--- src/rtl/gpd_pkg.sv ---
// ----------------------------------------------------------------------------
// gpd_pkg
// Shared types, codes and constants of the GPIO pad direction model.
// ----------------------------------------------------------------------------
`timescale 1ns / 1ps

package gpd_pkg;

  // Field widths fixed by the interface.
  localparam int PIN_W   = 6;
  localparam int CMD_W   = 2;
  localparam int DIR_W   = 2;
  localparam int KIND_W  = 2;
  localparam int VALUE_W = 2;

  // Default pin count and output-capable mask register.
  localparam int              PIN_COUNT_DEF = 40;
  localparam int              CAP_BITS      = 40;
  localparam logic [CAP_BITS-1:0] CAP_RESET  = 40'h03_FFFF_FFFF;

  // Configuration port geometry: one 64-bit register at byte address 0.
  localparam int APB_AW  = 4;
  localparam int APB_DW  = 64;
  localparam int REG_IDX_W = APB_AW - 3;
  localparam logic [REG_IDX_W-1:0] REG_CAP_MASK = '0;

  // Commands.
  localparam logic [CMD_W-1:0] CMD_SET_DIR   = 2'd0;
  localparam logic [CMD_W-1:0] CMD_SET_LEVEL = 2'd1;
  localparam logic [CMD_W-1:0] CMD_HOST      = 2'd2;
  localparam logic [CMD_W-1:0] CMD_QUERY     = 2'd3;

  // Pin directions.
  localparam logic [DIR_W-1:0] DIR_UNCONF = 2'd0;
  localparam logic [DIR_W-1:0] DIR_INPUT  = 2'd1;
  localparam logic [DIR_W-1:0] DIR_OUTPUT = 2'd2;
  localparam logic [DIR_W-1:0] DIR_RSVD   = 2'd3;

  // Record kinds.
  localparam logic [KIND_W-1:0] KIND_QUERY = 2'd0;
  localparam logic [KIND_W-1:0] KIND_LEVEL = 2'd1;
  localparam logic [KIND_W-1:0] KIND_DIR   = 2'd2;
  localparam logic [KIND_W-1:0] KIND_VIOL  = 2'd3;

  // Direction report values.
  localparam logic [VALUE_W-1:0] DREP_INPUT  = 2'd0;
  localparam logic [VALUE_W-1:0] DREP_OUTPUT = 2'd1;

  // Violation causes.
  localparam logic [VALUE_W-1:0] VIOL_HOST_ON_OUTPUT = 2'd0;
  localparam logic [VALUE_W-1:0] VIOL_NOT_CAPABLE    = 2'd1;
  localparam logic [VALUE_W-1:0] VIOL_HOST_ON_UNCONF = 2'd2;

  // One stored pin entry.
  typedef struct packed {
    logic [DIR_W-1:0] dir;
    logic             level;
    logic             latch;
  } entry_t;

  // One result record.
  typedef struct packed {
    logic [KIND_W-1:0]  kind;
    logic [PIN_W-1:0]   pin;
    logic [VALUE_W-1:0] value;
    logic               line_level;
    logic               tracked;
    logic               last;
  } record_t;

  // Outcome of one command: write-back and up to two records.
  typedef struct packed {
    logic       we;
    entry_t     wdata;
    logic [1:0] count;
    record_t    rec0;
    record_t    rec1;
  } decision_t;

endpackage

--- src/rtl/gpd_pin_logic.sv ---
// ----------------------------------------------------------------------------
// gpd_pin_logic
// Decides the new pin entry and the result records for one command.
// ----------------------------------------------------------------------------
`timescale 1ns / 1ps

module gpd_pin_logic (
  input  logic [gpd_pkg::CMD_W-1:0] cmd,
  input  logic [gpd_pkg::PIN_W-1:0] pin,
  input  logic [gpd_pkg::DIR_W-1:0] direction,
  input  logic                      level_in,
  input  logic                      in_range,
  input  logic                      capable,
  input  gpd_pkg::entry_t           entry,
  output gpd_pkg::decision_t        dec
);
  import gpd_pkg::*;

  record_t base;

  // Common record fields: the pin, and zero elsewhere.
  always_comb begin
    base      = '0;
    base.pin  = pin;
  end

  always_comb begin
    dec       = '0;
    dec.wdata = entry;
    dec.rec0  = base;
    dec.rec1  = base;

    if (!in_range) begin
      // Out-of-range pin: only a query answers, with zero value, level and tracking.
      if (cmd == CMD_QUERY) begin
        dec.count     = 2'd1;
        dec.rec0.kind = KIND_QUERY;
      end
    end else begin
      case (cmd)
        CMD_SET_DIR: begin
          if (direction == DIR_RSVD) begin
            dec.count = 2'd0;
          end else if (direction == DIR_OUTPUT && !capable) begin
            dec.count      = 2'd1;
            dec.rec0.kind  = KIND_VIOL;
            dec.rec0.value = VIOL_NOT_CAPABLE;
          end else if (entry.dir != direction) begin
            dec.we        = 1'b1;
            dec.wdata.dir = direction;
            if (direction == DIR_INPUT) begin
              // Input forces the line high and always reports it.
              dec.count       = 2'd2;
              dec.wdata.level = 1'b1;
              dec.rec0.kind   = KIND_DIR;
              dec.rec0.value  = DREP_INPUT;
              dec.rec1.kind   = KIND_LEVEL;
              dec.rec1.value  = 2'd1;
            end else if (direction == DIR_OUTPUT) begin
              // Output drives the latch onto the line.
              dec.rec0.kind  = KIND_DIR;
              dec.rec0.value = DREP_OUTPUT;
              if (entry.level != entry.latch) begin
                dec.count       = 2'd2;
                dec.wdata.level = entry.latch;
                dec.rec1.kind   = KIND_LEVEL;
                dec.rec1.value  = {1'b0, entry.latch};
              end else begin
                dec.count = 2'd1;
              end
            end
          end
        end
        CMD_SET_LEVEL: begin
          dec.we          = 1'b1;
          dec.wdata.latch = level_in;
          if (entry.dir == DIR_OUTPUT && entry.level != level_in) begin
            dec.count       = 2'd1;
            dec.wdata.level = level_in;
            dec.rec0.kind   = KIND_LEVEL;
            dec.rec0.value  = {1'b0, level_in};
          end
        end
        CMD_HOST: begin
          if (entry.dir == DIR_INPUT) begin
            if (entry.level != level_in) begin
              dec.we          = 1'b1;
              dec.count       = 2'd1;
              dec.wdata.level = level_in;
              dec.rec0.kind   = KIND_LEVEL;
              dec.rec0.value  = {1'b0, level_in};
            end
          end else if (entry.dir == DIR_OUTPUT) begin
            dec.count      = 2'd1;
            dec.rec0.kind  = KIND_VIOL;
            dec.rec0.value = VIOL_HOST_ON_OUTPUT;
          end else begin
            dec.count      = 2'd1;
            dec.rec0.kind  = KIND_VIOL;
            dec.rec0.value = VIOL_HOST_ON_UNCONF;
          end
        end
        default: begin
          // Query.
          dec.count           = 2'd1;
          dec.rec0.kind       = KIND_QUERY;
          dec.rec0.value      = {1'b0, entry.level};
          dec.rec0.line_level = entry.level;
          dec.rec0.tracked    = (entry.dir != DIR_UNCONF);
        end
      endcase
    end

    // Mark the final record of this command.
    dec.rec0.last = (dec.count == 2'd1);
    dec.rec1.last = 1'b1;
  end
endmodule

--- config.mk ---
export PLATFORM = sky130hd
export DESIGN_NAME = gpd_pin_logic
export DESIGN_NICKNAME = d
export VERILOG_FILES = /design/src/rtl/gpd_pkg.sv /design/src/rtl/gpd_pin_logic.sv
export SDC_FILE = /design/constraint.sdc
export NUM_CORES = 1
export LEC_CHECK = 0
export BUFFER_PORTS_ARGS = -buffer_cell sky130_fd_sc_hd__buf_2
export CELL_PAD_IN_SITES_DETAIL_PLACEMENT = 0
export CELL_PAD_IN_SITES_GLOBAL_PLACEMENT = 2
export CORE_ASPECT_RATIO = 0.8
export CORE_MARGIN = 4
export CORE_UTILIZATION = 18
export DETAILED_ROUTE_END_ITERATION = 10
export PLACE_DENSITY = 0.83
export SKIP_LAST_GASP = 1
export SLEW_MARGIN = 20
export SYNTH_ARGS = -nofsm -noshare
export SYNTH_HDL_FRONTEND = slang
export SYNTH_SLANG_ARGS = --single-unit
--- constraint.sdc ---
create_clock -name vclk -period 2.6
set_input_delay 0.65 -clock vclk [all_inputs]
set_output_delay 0.65 -clock vclk [all_outputs]
set_load 0.005 [all_outputs]
==> results of run 1 <==
## final timing paths
check	depth (start not counted)	endpoint	slack (ps)	start
setup / recovery	7	dec[29]	-270	direction[0]
hold / removal	0	dec[19]	1300	pin[1]
## cells by family (layout without fill, tap and decap cells)
| group | count (synthesis) | in the layout | share of synthesized area (%) |
|---|---|---|---|
| and+or+nand+nor | 32 | 32 | 27.4 |
| adders and majority gates | 9 | 9 | 16.9 |
| AOI/OAI and AO/OA | 25 | 25 | 24.4 |
| muxes | 1 | 1 | 1.69 |
| buffers and inverters | 29 | 61 | 25.9 |
| xor gates and xnor gates | 2 | 2 | 2.63 |
| other | 2 | 5 | 1.13 |
## final cells by class
| class | count | area [um^2] |
|---|---|---|
| fillers | 378 | 2420 |
| inverters | 9 | 36.3 |
| multi-input cells | 74 | 632 |
| well taps | 42 | 52.6 |
| repair buffers | 52 | 353 |
## cells in the mapped netlist, types with 3 or more instances
cell type | number | area [um^2]
nand2_1 | 10 | 37.5
nor3_1 | 5 | 25.0
inv_1 | 9 | 33.8
ha_1 | 9 | 113
nor2_1 | 3 | 11.3
clkbuf_1 | 3 | 11.3
buf_4 | 17 | 128
o21ai_0 | 7 | 35.0
a21oi_1 | 7 | 35.0
nand2b_1 | 3 | 18.8
## worst max-delay path: cells and delay by family
kind                       cells  cell delay [ps]
AOI/OAI and AO/OA              2              660
and+or+nand+nor                1              470
buffers and inverters          3              270
adders and majority gates      1              150
## through the flow
| stage | setup slack, ps | instance area, um^2 | std cells | total power [mW] | hold WS, ps |
|---|---|---|---|---|---|
| CTS | -270 | 978 | 176 | 0.149 | 1300 |
| global route | -296 | 1070 | 177 | 0.182 | 1300 |
| global placement | -352 | 902 | 175 | 0.130 | 1300 |
| detailed placement | -360 | 902 | 175 | 0.133 | 1300 |
| floorplan | -120 | 681 | 103 | 0.0841 | 1380 |
| finish | -266 | 1070 | 177 | 0.165 | 1300 |
## what timing repair did
item / CTS / global route
hold buffers: 0 / 0
setup endpoints to repair: 4 / 9
cloned: 0 / 0
resized for setup: 19 / 19
pin swaps: 5 / 4
setup buffers: 1 / 1
endpoints found under the hold margin: 0 / 0
## power by group through the flow
stage	clock [mW]	combinational, mW	sequential [mW]
detailed placement	0	0.133	0
global route	0	0.182	0
global placement	0	0.130	0
finish	0	0.165	0
CTS	0	0.149	0
floorplan	0	0.0841	0
## cells in the final DEF, fill, tap and decap left out, types with 2 or more instances in the layout
master     n
buf_2     24
buf_4     22
nand2_1   10
inv_1      7
o21ai_0    6
a21oi_1    6
buf_6      6
conb_1     5
ha_4       4
nor3_1     3
ha_1       3
xnor2_1    2
nor2_1     2
nand2b_1   2
nor4b_1    2
ha_2       2
## per-layer routing
metal | wire (um) | vias up
met5 | 0 | -
met4 | 0 | 0
met3 | 79 | 0
met2 | 1000 | 18
met1 | 1090 | 352
li1 | - | 398
==> impl_metrics.json, run 1 <==
{
  "end_kind": "primary output",
  "ir_drop_mv": 0.0727,
  "path_cells": "buf_6 > inv_2 > ha_4 > a221o_1 > or4b_1 > a311o_1 > buf_2",
  "met1_usage_pct": 12.3,
  "die-area_um2": 4750,
  "vias_per_cell": 4.34,
  "outcome": "finished, violations left",
  "violations": "setup timing",
  "p_int_uw": 84.5,
  "first_pass_iters": 4,
  "grt_busiest_layer": "met2",
  "switching_share_pct": 48.6,
  "antenna_found_initial": 0,
  "grt_util_met3_pct": 0.576,
  "period_share_pct": 110,
  "arrival_ps": 2220,
  "detailroute.via_count": 768,
  "max_cap_violations": 0,
  "switchingPower_uw": 80.0,
  "final_max_slew_viol_count": 0,
  "hold_viol_final": 0,
  "grt_use_met2_pct": 15.1,
  "ff_latch_area_um2": 0,
  "rsz0062_at_grt": "true",
  "die_y_um": 62.4,
  "slowest_delay_ps": 470,
  "syn_avg_cell_area_um2": 6.67,
  "fin_util_pct": 30.7,
  "holdCritPathClass": "in2out",
  "powerDensity_nw_per_um2": 153,
  "crit_required_ps": 1950,
  "wl_per_cell_um": 12.3,
  "fin_crit_ps": 2870,
  "grt_max_degree": 15,
  "drc": 0,
  "finalWirelength_mm": 2.17,
  "gr-total-overflow": 0,
  "layout-drive-gt1-share_pct": 54.8,
  "post-dp-hpwl_mm": 1.77,
  "critPathKind": "in2out",
  "fmax_mhz": 349,
  "drtAntennaViolNets": 0,
  "port_buffers": 27,
  "synthToLayoutAreaGrowth_pct": 61.0,
  "diodes": 0,
  "synth_warnings": 0,
  "first_iter_violations": 29,
  "fp.dieW_um": 76.1,
  "setup_viol": 3,
  "path_max_fanout": 4,
  "combPwrFrac_pct": 100.0,
  "grt_pass1_wl_mm": 3.65,
  "p_leak_nw": 0.519,
  "synthCells": 100,
  "gp_congestion": 0.786,
  "crit_slowest_cell": "or4b_1",
  "ys_seq_area_share_pct": 0,
  "tns_ps": -294,
  "seq_cells": 0,
  "ios": 50,
  "p_clk_share_pct": 0,
  "rows": 19,
  "grt_pass1_vias": 812,
  "start_kind": "input pin",
  "start_util_pct": 19.1,
  "p_seq_share_pct": 0,
  "clkbuf_count": 0,
  "synthDistinctLibCells": 33,
  "syn_area_um2": 667,
  "nNetsFinal": 163,
  "core-area_um2": 3490,
  "setup_ws_ps": -266,
  "grt_usage_pct": 8.63
}
No activity file was read; power rests on OpenSTA's default activity.
==> run 2: changes to the inputs <==
--- a/config.mk
+++ b/config.mk
@@ -6,13 +6,14 @@
 export NUM_CORES = 1
 export LEC_CHECK = 0
 export BUFFER_PORTS_ARGS = -buffer_cell sky130_fd_sc_hd__buf_2
+export CAP_MARGIN = 20
 export CELL_PAD_IN_SITES_DETAIL_PLACEMENT = 0
 export CELL_PAD_IN_SITES_GLOBAL_PLACEMENT = 2
 export CORE_ASPECT_RATIO = 0.8
 export CORE_MARGIN = 4
 export CORE_UTILIZATION = 18
 export DETAILED_ROUTE_END_ITERATION = 10
-export PLACE_DENSITY = 0.83
+export PLACE_DENSITY = 0.78
 export SKIP_LAST_GASP = 1
 export SLEW_MARGIN = 20
 export SYNTH_ARGS = -nofsm -noshare
==> run 2 against run 1 <==
The run still ends with setup timing left. Die area unchanged. Wire length increased by 0.23%. Via count increased by 4.9%. Hold slack unchanged. Maximum frequency is 0.19% higher. Core utilization is 2.4 points higher. Non-clock buffer count rose by 3. Flip-flop and latch count did not move. Total power up 8.7%. Setup slack better by 5.4 ps. Cell count increased by 1.7%. Critical path depth shrank 1.
==> impl_metrics.json, run 2 (synthesis results as in run 1) <==
{
  "outcome": "finished, violations left",
  "violations": "setup timing",
  "antenna_found_initial": 0,
  "detailroute.via_count": 806,
  "grt_usage_pct": 8.99,
  "crit_required_ps": 1950,
  "arrival_ps": 2210,
  "max_cap_violations": 0,
  "path_max_fanout": 2,
  "final_max_slew_viol_count": 0,
  "period_share_pct": 110,
  "grt_max_degree": 15,
  "finalWirelength_mm": 2.18,
  "rsz0062_at_grt": "true",
  "cp_top_family": "compound AO/OA/AOI/OAI gates",
  "gp_congestion": 0.773,
  "drc": 0,
  "path_cells": "buf_4 > xnor2_4 > a221o_1 > or4b_1 > a311o_1 > buf_2",
  "cp.depth": 6,
  "hold_viol_final": 0,
  "drtAntennaViolNets": 0,
  "die_y_um": 62.4,
  "diodes": 0,
  "holdCritPathClass": "in2out",
  "layout-drive-gt1-share_pct": 57.2,
  "ir_drop_mv": 0.0793,
  "ff_latch_area_um2": 0,
  "fin_crit_ps": 2860,
  "critPathKind": "in2out",
  "n_fill_cell": 375,
  "wl_per_cell_um": 12.1,
  "grt_pass1_vias": 857,
  "placed_cells": 178,
  "first_pass_iters": 4,
  "cp-startpoint": "entry[3]",
  "post-dp-hpwl_mm": 1.80,
  "p_leak_nw": 0.552,
  "slowest_delay_ps": 480,
  "final_common_cell": "buf_4",
  "nNetsFinal": 166,
  "crit_end": "dec[29]",
  "start_util_pct": 19.1,
  "worst_hold_slack_ps": 1300,
  "gr-total-overflow": 0,
  "end_kind": "primary output",
  "setup_ws_ps": -260,
  "port_buffers": 27,
  "core-area_um2": 3490,
  "synthToLayoutAreaGrowth_pct": 73.5,
  "critPathBufInv": 2,
  "grt_pass1_wl_mm": 3.81,
  "first_iter_violations": 40,
  "tns_ps": -260,
  "setup_viol": 1,
  "crit_slowest_cell": "or4b_1",
  "hold_buffers": 0,
  "final_cell_mix": "buf_4 (28), buf_2 (22), nand2_1 (10)",
  "fp.dieW_um": 76.1,
  "clkbuf_count": 0,
  "fmax_mhz": 350,
  "rows": 19,
  "final_cells": 180,
  "powerDensity_nw_per_um2": 155,
  "start_kind": "input pin",
  "seq_cells": 0,
  "die-area_um2": 4750,
  "ios": 50,
  "vias_per_cell": 4.48,
  "pre_cts_ws_ps": -382
}
-- run 2: layout make-up --
class / count / area, um^2 / area share (%)
inverter: 9 / 41.3 / 3.57
multi-input combinational: 74 / 666 / 57.5
tap: 42 / 52.6 / 4.54
timing repair buffer: 55 / 398 / 34.4
-- run 2: layer usage --
layer | part of all wire [%] | vias up | global-route usage, %
met5 | 0 | - | 0
met4 | 0.37 | 0 | 0.437
met3 | 6.7 | 2 | 0.720
met2 | 46 | 30 | 15.5
met1 | 46 | 368 | 12.8
li1 | - | 406 | -
-- run 2: what timing repair did --
item | 4_1_cts | 5_1_grt
endpoints found under the setup margin | 4 | 9
pin swaps | 5 | 9
hold endpoints to repair | 0 | 0
buffers inserted | 1 | 1
resized for setup | 23 | 24
-- run 2: power breakdown --
part | leakage, nW | internal (mW) | switching, mW
clock | 0 | 0 | 0
sequential | 0 | 0 | 0
combinational | 0.552 | 0.0966 | 0.0823
total | 0.552 | 0.0966 | 0.0823
-- run 2: metrics by stage --
step | power [mW] | instance area [um^2] | utilization (%)
5_1_grt | 0.200 | 1160 | 33.1
3_5_place_dp | 0.139 | 937 | 26.8
4_1_cts | 0.158 | 1040 | 29.8
2_1_floorplan | 0.0841 | 681 | -
3_3_place_gp | 0.136 | 937 | 26.8
6_report | 0.179 | 1160 | 33.1
-- run 2: how the worst min path moves through the flow --
stage	from	to	slack, ps	cells after the start
6_report	pin[4]	dec[22]	1300	0
5_1_grt	pin[1]	dec[19]	1300	0
4_1_cts	pin[0]	dec[5]	1300	0
3_5_place_dp	pin[0]	dec[5]	1300	0
3_3_place_gp	pin[0]	dec[5]	1300	0
2_1_floorplan	pin[5]	dec[10]	1380	1
==> run 3: changes to the inputs <==
--- a/config.mk
+++ b/config.mk
@@ -5,15 +5,16 @@
 export SDC_FILE = /design/constraint.sdc
 export NUM_CORES = 1
 export LEC_CHECK = 0
+export ABC_AREA = 1
 export BUFFER_PORTS_ARGS = -buffer_cell sky130_fd_sc_hd__buf_2
 export CAP_MARGIN = 20
 export CELL_PAD_IN_SITES_DETAIL_PLACEMENT = 0
 export CELL_PAD_IN_SITES_GLOBAL_PLACEMENT = 2
 export CORE_ASPECT_RATIO = 0.8
 export CORE_MARGIN = 4
-export CORE_UTILIZATION = 18
+export CORE_UTILIZATION = 17
 export DETAILED_ROUTE_END_ITERATION = 10
-export PLACE_DENSITY = 0.78
+export PLACE_DENSITY = 0.76
 export SKIP_LAST_GASP = 1
 export SLEW_MARGIN = 20
 export SYNTH_ARGS = -nofsm -noshare
==> run 3 against run 2 <==
Die area up 7.1%. The flow now finishes without violations. Final area decreased by 25%. Sequential share of layout area stayed put.
==> impl_metrics.json, run 3 <==
{
  "clkbuf_count": 0,
  "synth_warnings": 0,
  "ys_seq_area_share_pct": 0,
  "finalWirelength_mm": 1.88,
  "p_leak_nw": 0.468,
  "core-area_um2": 3830,
  "grt_usage_pct": 6.90,
  "fp.dieW_um": 78.7,
  "die_y_um": 64.6,
  "tns_ps": 0,
  "hold_depth": 0,
  "outcome": "complete, no violations",
  "first_pass_iters": 4,
  "drtAntennaViolNets": 0,
  "end_kind": "primary output",
  "grt_pass1_wl_mm": 2.97,
  "final_cell_mix": "buf_2 (25), nand2_1 (21), inv_1 (10)",
  "synthDistinctLibCells": 26,
  "grt_pass1_vias": 672,
  "setup_viol": 0,
  "cp_top_family": "buffers and inverters",
  "n_fill_cell": 452,
  "crit_slowest_cell": "ha_4",
  "period_share_pct": 95.7,
  "holdCritPathClass": "in2out",
  "nNetsFinal": 162,
  "yosys-top-cells-count": "nand2_1 (22), buf_4 (17), inv_1 (13)",
  "synth_top_area_share_pct": 18.8,
  "layout-drive-gt1-share_pct": 44.8,
  "holdCritStartpoint": "pin[0]",
  "post-dp-hpwl_mm": 1.63,
  "ir_drop_mv": 0.0545,
  "wl_per_cell_um": 9.92,
  "detailroute.via_count": 737,
  "netlist_top_cells_area": "buf_4 (19%), ha_1 (17%), nand2_1 (12%)",
  "hold_buffers": 0,
  "hold-path-endpoint": "dec[5]",
  "vias_per_cell": 3.90,
  "path_max_fanout": 3,
  "gp_congestion": 0.822,
  "arrival_ps": 1840,
  "grt_max_degree": 8,
  "powerDensity_nw_per_um2": 141,
  "start_util_pct": 17.8,
  "yosys.area.top_type": "buf_4",
  "seq_cells": 0,
  "critPathKind": "in2out",
  "critPathBufInv": 4,
  "ios": 50,
  "synthCells": 115,
  "gr-total-overflow": 0,
  "antenna_found_initial": 0,
  "syn_area_um2": 681,
  "fmax_mhz": 402,
  "fin_util_pct": 22.6,
  "fin_crit_ps": 2490,
  "drc": 0,
  "synthMostInstantiatedCell": "nand2_1",
  "synthToLayoutAreaGrowth_pct": 27.4,
  "hold_viol_final": 0,
  "rows": 20,
  "slowest_delay_ps": 290,
  "max_cap_violations": 0,
  "path_cells": "buf_4 > clkinvlp_4 > ha_4 > inv_2 > o21ai_2 > o31ai_2 > nor2_2 > nand2_1 > nand2_2 > nand2_1 > buf_2",
  "die-area_um2": 5090,
  "final_common_cell": "buf_2",
  "first_iter_violations": 15,
  "ff_latch_area_um2": 0,
  "port_buffers": 27,
  "path_common_cell": "nand2_1",
  "start_kind": "input pin",
  "final_max_slew_viol_count": 0,
  "diodes": 0,
  "syn_avg_cell_area_um2": 5.92,
  "crit_required_ps": 1950
}
==> run 3: area by class of cell <==
class | instances | area (um^2) | area share [%]
Multi-Input combinational cell | 83 | 542 | 62.5
Tap cell | 55 | 68.8 | 7.94
Inverter | 18 | 71.3 | 8.23
Timing Repair Buffer | 33 | 185 | 21.4
==> run 3: how the worst max path moves through the flow <==
stage / startpoint / end / slack (ps) / cells past startpoint
after CTS: direction[0] / dec[30] / 70 / 9
final: entry[1] / dec[26] / 110 / 11
after global placement: direction[0] / dec[30] / 30 / 9
after global routing: entry[1] / dec[26] / -10 / 11
after floorplan: direction[0] / dec[11] / 350 / 7
after detailed placement: direction[0] / dec[30] / -20 / 9
==> run 3: repair_timing <==
item	CTS	global route
pin swaps	0	7
hold endpoints to repair	0	0
buffers inserted	0	5
setup endpoints to repair	1	8
gates resized for setup	1	14
==> run 3: per-layer routing <==
layer	routed length, um	share of wire [%]	track usage [%]	vias up
met5	0	0	0	-
met4	0	0	0	0
met3	105	5.6	1.11	0
met2	823	44	11.3	24
met1	946	50	10.0	326
li1	-	-	-	387
==> run 3: power by group <==
group / total, mW / leakage (nW) / switching, mW / internal, mW
sequential: 0 / 0 / 0 / 0
clock: 0 / 0 / 0 / 0
combinational: 0.122 / 0.468 / 0.0708 / 0.0516
==> run 3: cells by family after synthesis <==
kind of cell               synth area share, %
and+or+nand+nor                           39.9
buffers and inverters                     28.7
other                                     1.10
adders and majority gates                 16.5
AOI/OAI and AO/OA                         12.3
muxes                                     1.47
==> run 3: per-stage QoR <==
| stage | hold WS [ps] | power (mW) | worst slack, ps | area [um^2] | std cells |
|---|---|---|---|---|---|
| 2_1_floorplan | 1340 | 0.0846 | 346 | 692 | 118 |
| 6_report | 1300 | 0.122 | 111 | 867 | 189 |
| 5_1_grt | 1300 | 0.139 | -14.4 | 867 | 189 |
| 3_3_place_gp | 1300 | 0.107 | 31.7 | 776 | 184 |
| 4_1_cts | 1300 | 0.108 | 68.6 | 778 | 184 |
| 3_5_place_dp | 1300 | 0.107 | -19.7 | 776 | 184 |
